<file path="config.mk">
export PLATFORM = sky130hd
export DESIGN_NAME = motor_feedback_frame_decoder_top
export DESIGN_NICKNAME = d
export VERILOG_FILES = /design/src/mffd_pkg.sv /design/src/motor_feedback_frame_decoder_top.sv /design/src/mffd_assembler.sv /design/src/mffd_out_skid.sv
export SDC_FILE = /design/constraint.sdc
export NUM_CORES = 1
export LEC_CHECK = 0
export ABC_AREA = 1
export ABC_CLOCK_PERIOD_IN_PS = 14600
export BUFFER_PORTS_ARGS = -buffer_cell sky130_fd_sc_hd__buf_2
export CAP_MARGIN = 10
export CORE_MARGIN = 4
export CORE_UTILIZATION = 50
export DETAILED_ROUTE_END_ITERATION = 8
export MAX_ROUTING_LAYER = met4
export PLACE_DENSITY = 0.73
export REMOVE_ABC_BUFFERS = 1
export SYNTH_ARGS = -nofsm -noshare
export SYNTH_HDL_FRONTEND = slang
export SYNTH_SLANG_ARGS = --single-unit
</file>
<file path="constraint.sdc">
create_clock -name clk -period 14.6 [get_ports clk]
set_input_delay 2.92 -clock clk [delete_from_list [all_inputs] [get_ports clk]]
set_output_delay 2.92 -clock clk [all_outputs]
set_load 0.05 [all_outputs]
</file>
<file path="src/mffd_pkg.sv">
package mffd_pkg;

  // Frame layout
  localparam int unsigned FrameLen  = 10;
  localparam int unsigned HeldBytes = 8;
  localparam logic [3:0]  IdleCount = 4'd10;
  localparam logic [3:0]  LastIdx   = 4'd9;
  localparam logic [3:0]  CrcIdx    = 4'd8;

  // Checksum: reflected CRC-8/MAXIM
  localparam logic [7:0] CrcPoly = 8'h8c;
  localparam logic [7:0] CrcInit = 8'h00;

  // Type bytes carried in frame byte 1
  localparam logic [7:0] TypeSpeed   = 8'h64;
  localparam logic [7:0] TypeOdom    = 8'h74;
  localparam logic [7:0] TypeMode    = 8'h75;
  localparam logic [7:0] TypeModeAck = 8'ha0;

  typedef enum logic [2:0] {
    FT_SPEED   = 3'd0,
    FT_ODOM    = 3'd1,
    FT_MODE    = 3'd2,
    FT_MODEACK = 3'd3,
    FT_UNKNOWN = 3'd4
  } frame_type_t;

  typedef struct packed {
    logic [7:0] rx_byte;
    logic       frame_start;
  } in_word_t;

  typedef struct packed {
    logic               frame_valid;
    logic               checksum_ok;
    frame_type_t        frame_type;
    logic [7:0]         motor_id;
    logic signed [15:0] speed_raw;
    logic signed [15:0] current_raw;
    logic [7:0]         rev_period;
    logic signed [7:0]  temperature;
  } out_word_t;

  // Fold one byte into the running checksum, one bit per step
  function automatic logic [7:0] crc_update(input logic [7:0] crc, input logic [7:0] data);
    logic [7:0] c;
    c = crc ^ data;
    for (int k = 0; k < 8; k++) begin
      if (c[0]) begin
        c = (c >> 1) ^ CrcPoly;
      end else begin
        c = c >> 1;
      end
    end
    return c;
  endfunction

  // Map the type byte to its code
  function automatic frame_type_t type_code(input logic [7:0] t);
    frame_type_t ft;
    unique case (t)
      TypeSpeed:   ft = FT_SPEED;
      TypeOdom:    ft = FT_ODOM;
      TypeMode:    ft = FT_MODE;
      TypeModeAck: ft = FT_MODEACK;
      default:     ft = FT_UNKNOWN;
    endcase
    return ft;
  endfunction

endpackage

</file>
<file path="src/motor_feedback_frame_decoder_top.sv">
// Motor feedback frame decoder: takes one reply byte per cycle, collects a
// ten-byte frame, checks bytes 0 to 8 against byte 9 with a reflected
// CRC-8/MAXIM and gives one result word per completed frame, carrying the
// checksum status, frame type and motor id, plus speed, current, revolution
// period and temperature for a valid speed feedback frame (zero otherwise).
// Raise frame_start with byte 0; bytes after a complete frame are dropped until
// the next frame_start. A byte can be taken every cycle; the result word is
// presented in the cycle after byte 9 is accepted when the output register is
// free, otherwise it waits in a skid entry behind the word already shown. The
// eight-step CRC update on the byte path is combinational, and the input
// stalls only while both output entries hold a word.
module motor_feedback_frame_decoder_top
  import mffd_pkg::*;
(
  input  logic      clk,
  input  logic      rst_n,
  input  logic      in_valid,
  output logic      in_stall,
  input  in_word_t  in_word,
  output logic      out_valid,
  input  logic      out_stall,
  output out_word_t out_word
);

  logic      accept;
  logic      res_valid;
  out_word_t res;
  logic      full;

  // Take a word whenever the skid stage has room
  assign in_stall = full;
  assign accept   = in_valid && !full;

  mffd_assembler u_assembler (
    .clk       (clk),
    .rst_n     (rst_n),
    .accept    (accept),
    .word      (in_word),
    .res_valid (res_valid),
    .res       (res)
  );

  mffd_out_skid u_out_skid (
    .clk       (clk),
    .rst_n     (rst_n),
    .res_valid (res_valid),
    .res       (res),
    .out_stall (out_stall),
    .out_valid (out_valid),
    .out_word  (out_word),
    .full      (full)
  );

endmodule

</file>
<file path="src/mffd_assembler.sv">
module mffd_assembler
  import mffd_pkg::*;
(
  input  logic      clk,
  input  logic      rst_n,
  input  logic      accept,
  input  in_word_t  word,
  output logic      res_valid,
  output out_word_t res
);

  logic [3:0] count_r, count_nxt;
  logic [7:0] crc_r, crc_nxt;
  logic [7:0] held_r [HeldBytes];
  logic [3:0] idx;
  logic [7:0] crc_base;
  logic       ok;
  logic       speed;
  frame_type_t ft;

  // Position of this word in the frame
  assign idx      = word.frame_start ? 4'd0 : count_r;
  assign crc_base = (idx == 4'd0) ? CrcInit : crc_r;

  // Advance count and checksum
  always_comb begin
    count_nxt = count_r;
    crc_nxt   = crc_r;
    if (accept) begin
      if (idx < LastIdx) begin
        crc_nxt   = crc_update(crc_base, word.rx_byte);
        count_nxt = idx + 4'd1;
      end else begin
        count_nxt = IdleCount;
      end
    end
  end

  always_ff @(posedge clk) begin
    if (!rst_n) begin
      count_r <= 4'd0;
      crc_r   <= CrcInit;
    end else begin
      count_r <= count_nxt;
      crc_r   <= crc_nxt;
    end
  end

  // Hold frame bytes 0 to 7
  always_ff @(posedge clk) begin
    if (accept && idx < CrcIdx) begin
      held_r[idx[2:0]] <= word.rx_byte;
    end
  end

  // Check and decode on the last word
  assign ok        = (crc_r == word.rx_byte);
  assign ft        = type_code(held_r[1]);
  assign speed     = ok && (ft == FT_SPEED);
  assign res_valid = accept && (idx == LastIdx);

  always_comb begin
    res             = '0;
    res.checksum_ok = ok;
    res.frame_type  = ft;
    res.frame_valid = ok && (ft != FT_UNKNOWN);
    res.motor_id    = held_r[0];
    if (speed) begin
      res.speed_raw   = {held_r[2], held_r[3]};
      res.current_raw = {held_r[4], held_r[5]};
      res.rev_period  = held_r[6];
      res.temperature = held_r[7];
    end
  end

  a_count_range: assert property (@(posedge clk) disable iff (!rst_n)
    count_r <= IdleCount)
    else $error("byte count beyond idle value");

  a_rest_after_frame: assert property (@(posedge clk) disable iff (!rst_n)
    res_valid |=> count_r == IdleCount)
    else $error("count not parked after last word");

  a_speed_fields_zero: assert property (@(posedge clk) disable iff (!rst_n)
    res_valid && !(res.frame_valid && res.frame_type == FT_SPEED)
      |-> res.speed_raw == 16'sd0 && res.current_raw == 16'sd0
          && res.rev_period == 8'd0 && res.temperature == 8'sd0)
    else $error("speed fields set outside valid speed frame");

endmodule

</file>
<file path="src/mffd_out_skid.sv">
module mffd_out_skid
  import mffd_pkg::*;
(
  input  logic      clk,
  input  logic      rst_n,
  input  logic      res_valid,
  input  out_word_t res,
  input  logic      out_stall,
  output logic      out_valid,
  output out_word_t out_word,
  output logic      full
);

  logic      out_valid_r, out_valid_nxt;
  logic      skid_valid_r, skid_valid_nxt;
  out_word_t out_word_r, out_word_nxt;
  out_word_t skid_word_r, skid_word_nxt;

  // Move words between result register and skid stage
  always_comb begin
    out_valid_nxt  = out_valid_r;
    out_word_nxt   = out_word_r;
    skid_valid_nxt = skid_valid_r;
    skid_word_nxt  = skid_word_r;
    if (!out_valid_r || !out_stall) begin
      if (skid_valid_r) begin
        out_valid_nxt  = 1'b1;
        out_word_nxt   = skid_word_r;
        skid_valid_nxt = 1'b0;
      end else begin
        out_valid_nxt = res_valid;
        out_word_nxt  = res;
      end
    end else if (res_valid) begin
      skid_valid_nxt = 1'b1;
      skid_word_nxt  = res;
    end
  end

  always_ff @(posedge clk) begin
    if (!rst_n) begin
      out_valid_r  <= 1'b0;
      skid_valid_r <= 1'b0;
    end else begin
      out_valid_r  <= out_valid_nxt;
      skid_valid_r <= skid_valid_nxt;
    end
  end

  always_ff @(posedge clk) begin
    out_word_r  <= out_word_nxt;
    skid_word_r <= skid_word_nxt;
  end

  assign out_valid = out_valid_r;
  assign out_word  = out_word_r;
  assign full      = skid_valid_r;

  a_skid_behind_out: assert property (@(posedge clk) disable iff (!rst_n)
    skid_valid_r |-> out_valid_r)
    else $error("skid holds a word with result register empty");

  a_no_overrun: assert property (@(posedge clk) disable iff (!rst_n)
    res_valid |-> !skid_valid_r)
    else $error("result arrived with skid stage full");

  a_catch_stalled: assert property (@(posedge clk) disable iff (!rst_n)
    out_valid_r && out_stall && res_valid |=> skid_valid_r)
    else $error("result dropped while output stalled");

endmodule
</file>
# ---- Word level (Yosys, flattened, before mapping)
# Memory sizes are Yosys's and may differ from the RTL's.
# Cells that the tools add are included.
dict set report classes {
  eq_ne 7
  add_sub_neg 1
  muxes 31
  n_bitwise 11
  n_reduce_logical 14
  magnitude_cmp 2
}
# cell n
set op_table {}
lappend op_table {{$mux 8} 23}
lappend op_table {{$mux 61} 1}
lappend op_table {{$mux 48} 1}
lappend op_table {{$eq 8x7->1 const B} 3}
lappend op_table {{$not 2->3} 8}
lappend op_table {{$pmux 3 s4} 1}
lappend op_table {{$eq 8x8->1} 1}
lappend op_table {{$eq 8x8->1 const B} 1}
lappend op_table {{$lt 4x4->1 const B} 2}
lappend op_table {{$mux 4} 2}
lappend op_table {{$xor 8x8->8} 1}
lappend op_table {{$logic_and 1x1->1} 5}
lappend op_table {{$add 4x1->4 const B} 1}
lappend op_table {{$eq 4x4->1 const B} 1}
lappend op_table {{$logic_not 4->1} 1}
lappend op_table {{$reduce_and 2->1} 2}
lappend op_table {{$logic_not 1->1} 3}
lappend op_table {{$logic_not 3->1} 1}
lappend op_table {{$mux 1} 3}
lappend op_table {{$ne 3x3->1 const B} 1}
lappend op_table {{$not 1->1} 2}
lappend op_table {{$reduce_or 2->1} 1}
lappend op_table {{$logic_or 1x1->1} 1}
dict set report word_totals {
  ramBits 64
  memories 1
  wordCells 87
  regBits 136
  inputBits 13
  out_inout_bits 63
}
# memory words word_bits rd rd_ports_with_merged_regs write_ports line_no
set memory_table {}
lappend memory_table {u_assembler.held_r 8 8 8 0 1 mffd_assembler.sv:14} ;# logic [7:0] held_r [HeldBytes];

# ---- Longest topological paths before layout
# Gate-level depths: netlist of run 1.
dict set report logic_depth {
  word_depth 34
  depth_mapped 17
  depth_no_buf 16
}

# ---- Modules after synthesis
# From an unflattened synthesis of run 1, not the netlist that was laid out.
dict set report hier_totals {
  hier_cells 681
  hier_area_um2 8232.9
}
# mod cells_each area_each_um2 instances seq_area_each_um2
set modules_own_cells {}
lappend modules_own_cells {mffd_out_skid 328 4616.9 1 3703.6}
lappend modules_own_cells {mffd_assembler 351 3606.0 1 2162.1}
lappend modules_own_cells {motor_feedback_frame_decoder_top 2 10.0 1 0.0}

# ---- Worst setup path before layout of run 1
# OpenSTA, ideal clock, no wires.
dict set report synth_timing {
  path_type {input-to-reg}
  start {in out_stall}
  end {reg u_out_skid.skid_word_r[0] (netlist bit), enable pin}
  setup_time_ps 480
  path_buffers 0
  setup_slack_ps 7089
  stages 2
  t_required_ps 14120
  arrival_time_ps 7031
  cell_sequence {nand2_1 > nor2_1}
}
dict set report synth_via {
  elab_chain_len 4
}
# item line_no
set synth_rtl {}
lappend synth_rtl {{from (decl)} motor_feedback_frame_decoder_top.sv:21} ;# input logic out_stall,
lappend synth_rtl {{$logic_not 1->1} mffd_out_skid.sv:25} ;# if (!out_valid_r || !out_stall) begin
lappend synth_rtl {{$logic_or 1x1->1} mffd_out_skid.sv:25}
lappend synth_rtl {{$not 1->1 (no source line)} -}
lappend synth_rtl {{$reduce_and 2->1 (no source line)} -}
lappend synth_rtl {{to (signal assigned)} mffd_out_skid.sv:52} ;# skid_word_r <= skid_word_nxt;
lappend synth_rtl {{to (decl)} mffd_out_skid.sv:17} ;# out_word_t skid_word_r, skid_word_nxt;
# No other way between the ends.
# A chain may end at the register's enable or synchronous reset.

==> results.py, run 1 <==
metrics = {
    "status": {
        "status": "finished, final reports clean",
    },
    "floorplanning": {
        "die_h_um": 138,
        "start_util_pct": 50.9,
        "die_w_um": 138,
        "coreArea_mm2": 0.0165,
        "ioPinCount": 76,
        "rows": 47,
        "dieArea_mm2": 0.0190,
    },
    "clock_network": {
        "post_cts_buffers": 0,
        "cts_tree": "done",
        "cts_buffers": 17,
        "cts.htree.levels": 4,
        "cts_hold_buffers": 0,
        "clockRootBuffer": "clkbuf_16",
        "cts_buffer_depth": 2,
        "cts_sinks": 200,
        "worstSkewPairLatency_ps": 430,
        "cts_resized": 0,
        "clk_pin_slew_ps": 70,
    },
    "sta": {
        "finalClockSkew_ps": 9.60,
        "hold_viol": 0,
        "max-slew-margin-rel_pct": 22.3,
        "slew_viol_final": 0,
        "rsz0062_at_grt": "false",
        "fin_crit_ps": 4800,
        "post-route-period-util_pct": 32.9,
        "worst_pin_slew_ps": 1160,
        "fin_tns_setup_ps": 0,
        "setup_slack_ps": 9800,
        "max_freq_mhz": 208,
        "setup_viol": 0,
    },
    "placement": {
        "dp_hpwl_um": 9350,
        "pre_cts_ws_ps": 9350,
        "port_buffers": 75,
        "gp_congestion": 0.841,
    },
    "synthesis": {
        "synthCells": 705,
        "synthFlopType": "edfxtp_1",
        "synth.avg_cell_area_um2": 11.9,
        "ys_ff_latch": 200,
        "yosys_warnings": 0,
        "yosys-top-cells-area": "edfxtp_1 66%, nand2_1 8.8%, inv_1 3.3%",
        "synth_cell_types": 40,
        "synth.most_common_cell": "nand2_1",
        "yosysTopAreaCellShare_pct": 66.4,
        "yosys.area.top_type": "edfxtp_1",
        "ys_top_cells_by_count": "198 x nand2_1, 186 x edfxtp_1, 75 x inv_1, 46 x nand3_1, 41 x nor2_1",
        "async_flop_share_pct": 0,
        "synth_area_mm2": 0.00841,
        "synth_edf_count": 186,
        "yosysSeqAreaShare_pct": 69.7,
    },
    "detailed_routing": {
        "route.detailed.wl_per_inst_um": 15.2,
        "firstDrtPassIters": 5,
        "drc": 0,
        "postRouteAntennaNets": 0,
        "drt_wl_total_um": 15400,
        "avgViaCountPerCell": 4.98,
        "drt_iter0_drc": 343,
        "via_count": 5045,
    },
    "global_routing": {
        "grt_usage_pct": 17.6,
        "grt_pass1_wl_um": 24400,
        "grt_max_degree": 65,
        "grt.overflow.total": 0,
        "first_global_vias": 4769,
        "antenna_found_initial": 0,
    },
    "power": {
        "power_density_mw_per_mm2": 119,
        "peakVddDrop_uv": 91.2,
        "p_leak_nw": 4.00,
    },
    "critical_path": {
        "r2r_setup_slack_ps": 11240,
        "start_kind": "input pin",
        "critPathCaptureType": "register",
        "path_max_fanout": 48,
        "crit_arrival_ps": 5100,
        "critical_path_class": "in -> reg",
        "r2r_cells": 7,
        "worst_ep_required_time_ps": 14900,
    },
    "cells_and_area": {
        "nNetsFinal": 796,
        "drive_gt1_share_pct": 22.8,
        "fillers": 1356,
        "regArea_mm2": 0.00587,
        "antennaDiodeCount": 0,
        "area_delta_synth_final_pct": 13.2,
        "multi_input_area_mm2": 0.00208,
    },
    "worst_hold_path": {
        "holdPathStages": 0,
        "hp-class": "reg -> reg",
    },
    "job": {
        "cap_violations": 0,
    },
}
## worst max-delay path, stage by stage
cell	delay, ps
buf_2	280
xnor2_1	200
nand3_1	150
nor3_4	230
and3_2	960
nand3_1	210
nand2_1	110
## through the flow
step                instance area [um^2]  instances  total power, mW  util [%]  hold slack [ps]
detailed placement                  8960        981            0.703      54.2              437
global route                        9520       1013             1.17      57.6              460
global placement                    8960        981            0.702      54.2              428
CTS                                 9520       1013             1.14      57.6              452
floorplan                           8250        679            0.686         -              427
finish                              9520       1013             1.13      57.6              448
## layer usage
metal | track usage [%] | up-vias | wire length [um]
li1 | - | 2494 | -
met1 | 23.0 | 2397 | 7090
met2 | 28.2 | 138 | 7300
met3 | 3.10 | 16 | 792
met4 | 5.93 | 0 | 177
met5 | - | - | 0
## worst paths after layout
check,to,startpoint
setup / recovery,u_out_skid.out_word[20],in_word[2]
hold / removal,u_out_skid.skid_word_r[48],u_assembler.held_r[0][0]
setup reg to reg,u_assembler.held_r[5][0],u_out_skid.full
hold reg to reg,u_out_skid.skid_word_r[48],u_assembler.held_r[0][0]
## cells by family (layout without fill, tap and decap cells)
group	Yosys count	after routing	share of synthesized area, %
xor+xnor	8	8	0.833
fa+ha+maj	3	3	0.446
compound gates	29	29	2.01
flops	200	200	69.7
simple gates	355	355	21.3
buf+inv	110	198	5.73
## placed cells by master (no fill, tap or decap), drive strengths merged
cell and count:
o211ai 2, bufinv 2, xnor2 6, dfxtp 14, edfxtp 186, a31oi 1, o21ai 15, xor2 2
and3 1, a221oi 1, a21oi 8, clkinv 10, or2 3, inv 85, clkinvlp 2, ha 3
and2 1, nand2 205, nor4 3, nand3 70, buf 82, nand3b 1, nor2 61, nand4 4
a21o 1, clkbuf 17, o21bai 1, nor3 6
## report_power, final
group	internal (mW)	total, mW	switching (mW)	leakage [nW]
Combinational	0.0169	0.0576	0.0407	1.85
Clock	0.249	0.444	0.195	0.275
Sequential	0.629	0.633	0.00450	1.87
## state kept, by name, summed over array words and instances (netlist names)
name and flops:
u_assembler.held_r 64, u_out_skid.out_word 61, u_out_skid.skid_word_r 61, u_assembler.crc_r 8, u_assembler.count_r 4, u_out_skid.full 1, u_out_skid.out_valid 1
## layout make-up
| cell class | instances | share of cell area (%) |
|---|---|---|
| sequential | 200 | 61.6 |
| multi-input combinational | 395 | 21.8 |
| timing repair buffer | 82 | 4.49 |
| clock buffer | 17 | 4.47 |
| inverter | 84 | 3.31 |
| tap | 220 | 2.89 |
| clock inverter | 15 | 1.41 |
Power figures use the tool's default switching activity.
==> inputs of run 2 (changes only) <==
--- a/config.mk
+++ b/config.mk
@@ -6,14 +6,14 @@
 export NUM_CORES = 1
 export LEC_CHECK = 0
 export ABC_AREA = 1
-export ABC_CLOCK_PERIOD_IN_PS = 14600
+export ABC_CLOCK_PERIOD_IN_PS = 4400
 export BUFFER_PORTS_ARGS = -buffer_cell sky130_fd_sc_hd__buf_2
 export CAP_MARGIN = 10
 export CORE_MARGIN = 4
 export CORE_UTILIZATION = 50
 export DETAILED_ROUTE_END_ITERATION = 8
 export MAX_ROUTING_LAYER = met4
-export PLACE_DENSITY = 0.73
+export PLACE_DENSITY = 0.76
 export REMOVE_ABC_BUFFERS = 1
 export SYNTH_ARGS = -nofsm -noshare
 export SYNTH_HDL_FRONTEND = slang
==> constraint.sdc (replaced) <==
create_clock -name clk -period 4.4 [get_ports clk]
set_input_delay 0.88 -clock clk [delete_from_list [all_inputs] [get_ports clk]]
set_output_delay 0.88 -clock clk [all_outputs]
set_load 0.05 [all_outputs]
==> run 2 against run 1 <==
Compared with the run above:
- cell count increased by 0.30%
- non-clock buffer count increased by 3
- flip-flop and latch count unchanged
- cell area increased by 0.83%
- via count increased by 1.3%
==> results.py, run 2 (synthesis gave the netlist of run 1 again) <==
metrics = {
    "clock_network": {
        "clockRootBuffer": "clkbuf_16",
        "cts_sinks": 200,
        "cts_hold_buffers": 0,
        "post_cts_buffers": 0,
        "cts.htree.levels": 4,
        "cts_resized": 0,
        "cts_buffer_depth": 2,
        "cts_buffers": 17,
        "worstSkewPairLatency_ps": 440,
        "cts_tree": "done",
        "clk_pin_slew_ps": 70,
    },
    "cells_and_area": {
        "nNetsFinal": 799,
        "final_common_cell": "nand2_1",
        "fillers": 1323,
        "drive_gt1_share_pct": 23.4,
        "antennaDiodeCount": 0,
        "design_area_mm2": 0.00960,
        "largest_reg_flops": 64,
        "area_delta_synth_final_pct": 14.1,
        "mostFrequentLayoutCells": "197 x nand2_1, 186 x edfxtp_1, 75 x inv_1, 75 x buf_2, 46 x nand3_1",
    },
    "global_routing": {
        "grt_max_degree": 64,
        "antenna_found_initial": 0,
        "grt.overflow.total": 0,
        "first_global_vias": 4858,
        "grt_pass1_wl_um": 25500,
        "grt_usage_pct": 18.4,
    },
    "critical_path": {
        "path_max_fanout": 63,
        "crit_start": "u_out_skid.full",
        "critical_path_class": "reg -> out",
        "crit_arrival_ps": 1750,
        "worstReg2RegStart": "u_assembler.count_r[1]",
        "worst_ep_required_time_ps": 3520,
        "critPathCaptureType": "output port",
        "start_kind": "register",
    },
    "power": {
        "p_int_mw": 3.05,
        "peakVddDrop_uv": 280,
        "sw_frac_of_total_pct": 21.9,
        "power_density_mw_per_mm2": 408,
        "p_comb_share_pct": 4.9,
        "p_leak_nw": 4.04,
        "seq_power_share_pct": 53.7,
        "power_frac_clock_pct": 41.4,
        "switching_power_uw": 858,
    },
    "floorplanning": {
        "coreArea_mm2": 0.0165,
        "dieArea_mm2": 0.0190,
        "rows": 47,
        "die_h_um": 138,
        "start_util_pct": 50.9,
        "die_w_um": 138,
        "ioPinCount": 76,
    },
    "detailed_routing": {
        "via_count": 5109,
        "drt_wl_total_um": 15900,
        "postRouteAntennaNets": 0,
        "firstDrtPassIters": 5,
        "drt_iter0_drc": 398,
        "avgViaCountPerCell": 5.03,
        "route.detailed.wl_per_inst_um": 15.7,
        "drc": 0,
    },
    "worst_hold_path": {
        "min_from": "u_assembler.held_r[0][4]",
        "hp-class": "reg -> reg",
    },
    "sta": {
        "fin_crit_ps": 2630,
        "max-slew-margin-rel_pct": 25.3,
        "rsz0062_at_grt": "false",
        "setup_viol": 0,
        "hold_viol": 0,
        "finalClockSkew_ps": 13.0,
        "worst_pin_slew_ps": 1110,
        "setup_slack_ps": 1770,
        "post-route-period-util_pct": 59.8,
        "slew_viol_final": 0,
        "max_freq_mhz": 380,
    },
    "status": {
        "status": "finished, final reports clean",
    },
    "job": {
        "cap_violations": 0,
    },
    "placement": {
        "dp_hpwl_um": 10000,
        "placed_cell_area_mm2": 0.00898,
        "gp_congestion": 0.905,
        "port_buffers": 75,
        "pre_cts_ws_ps": 1410,
    },
}
[run 2: changes by cell type in the layout (fill, tap and decap cells not counted), sizes merged]
cell and delta:
inv +5, buf +3, clkinvlp -1, bufinv +1
clkbuf +1, clkinv -6
[run 2: per-stage QoR]
stage | hold slack, ps | TNS, ps | total power, mW | utilization [%] | instances
detailed placement | 434 | 0 | 2.34 | 54.4 | 984
CTS | 450 | 0 | 3.94 | 58.1 | 1016
global route | 459 | 0 | 4.05 | 58.1 | 1016
floorplan | 427 | -83630 | 2.28 | - | 679
finish | 450 | 0 | 3.91 | 58.1 | 1016
global placement | 430 | 0 | 2.33 | 54.4 | 984
[run 2: cell type report]
class,count,area [um^2],area share (%)
Clock inverter,14,186,1.94
Inverter,84,315,3.28
Clock buffer,18,429,4.47
Sequential cell,200,5870,61.1
Timing Repair Buffer,85,450,4.69
Multi-Input combinational cell,395,2080,21.6
Tap cell,220,275,2.87
[run 2: final timing paths]
path | end | slack [ps] | cells after the start
worst min-delay path | u_out_skid.skid_word_r[52] | 450 | 0
worst min register to register | u_out_skid.skid_word_r[52] | 450 | 0
worst max register to register | u_assembler.crc_r[2] | 2110 | 15
worst max-delay path | in_stall | 1770 | 2
[run 2: power groups by stage]
stage               clock, mW  combinational (mW)  sequential, mW
global route             1.73               0.216            2.10
floorplan                   0               0.117            2.16
CTS                      1.65               0.193            2.10
detailed placement          0               0.192            2.14
finish                   1.62               0.193            2.10
global placement            0               0.189            2.14
[run 2: worst max-delay path: stages, from the launching register on]
cell,delay [ps]
dfxtp_2,340
buf_4,540
buf_2,390
[run 2: layer usage]
metal | track usage (%) | share of wire, % | wire length [um]
met2 | 29.0 | 48 | 7680
met3 | 4.02 | 5.2 | 825
met1 | 23.7 | 44 | 7080
met5 | - | 0 | 0
met4 | 6.70 | 2.1 | 340
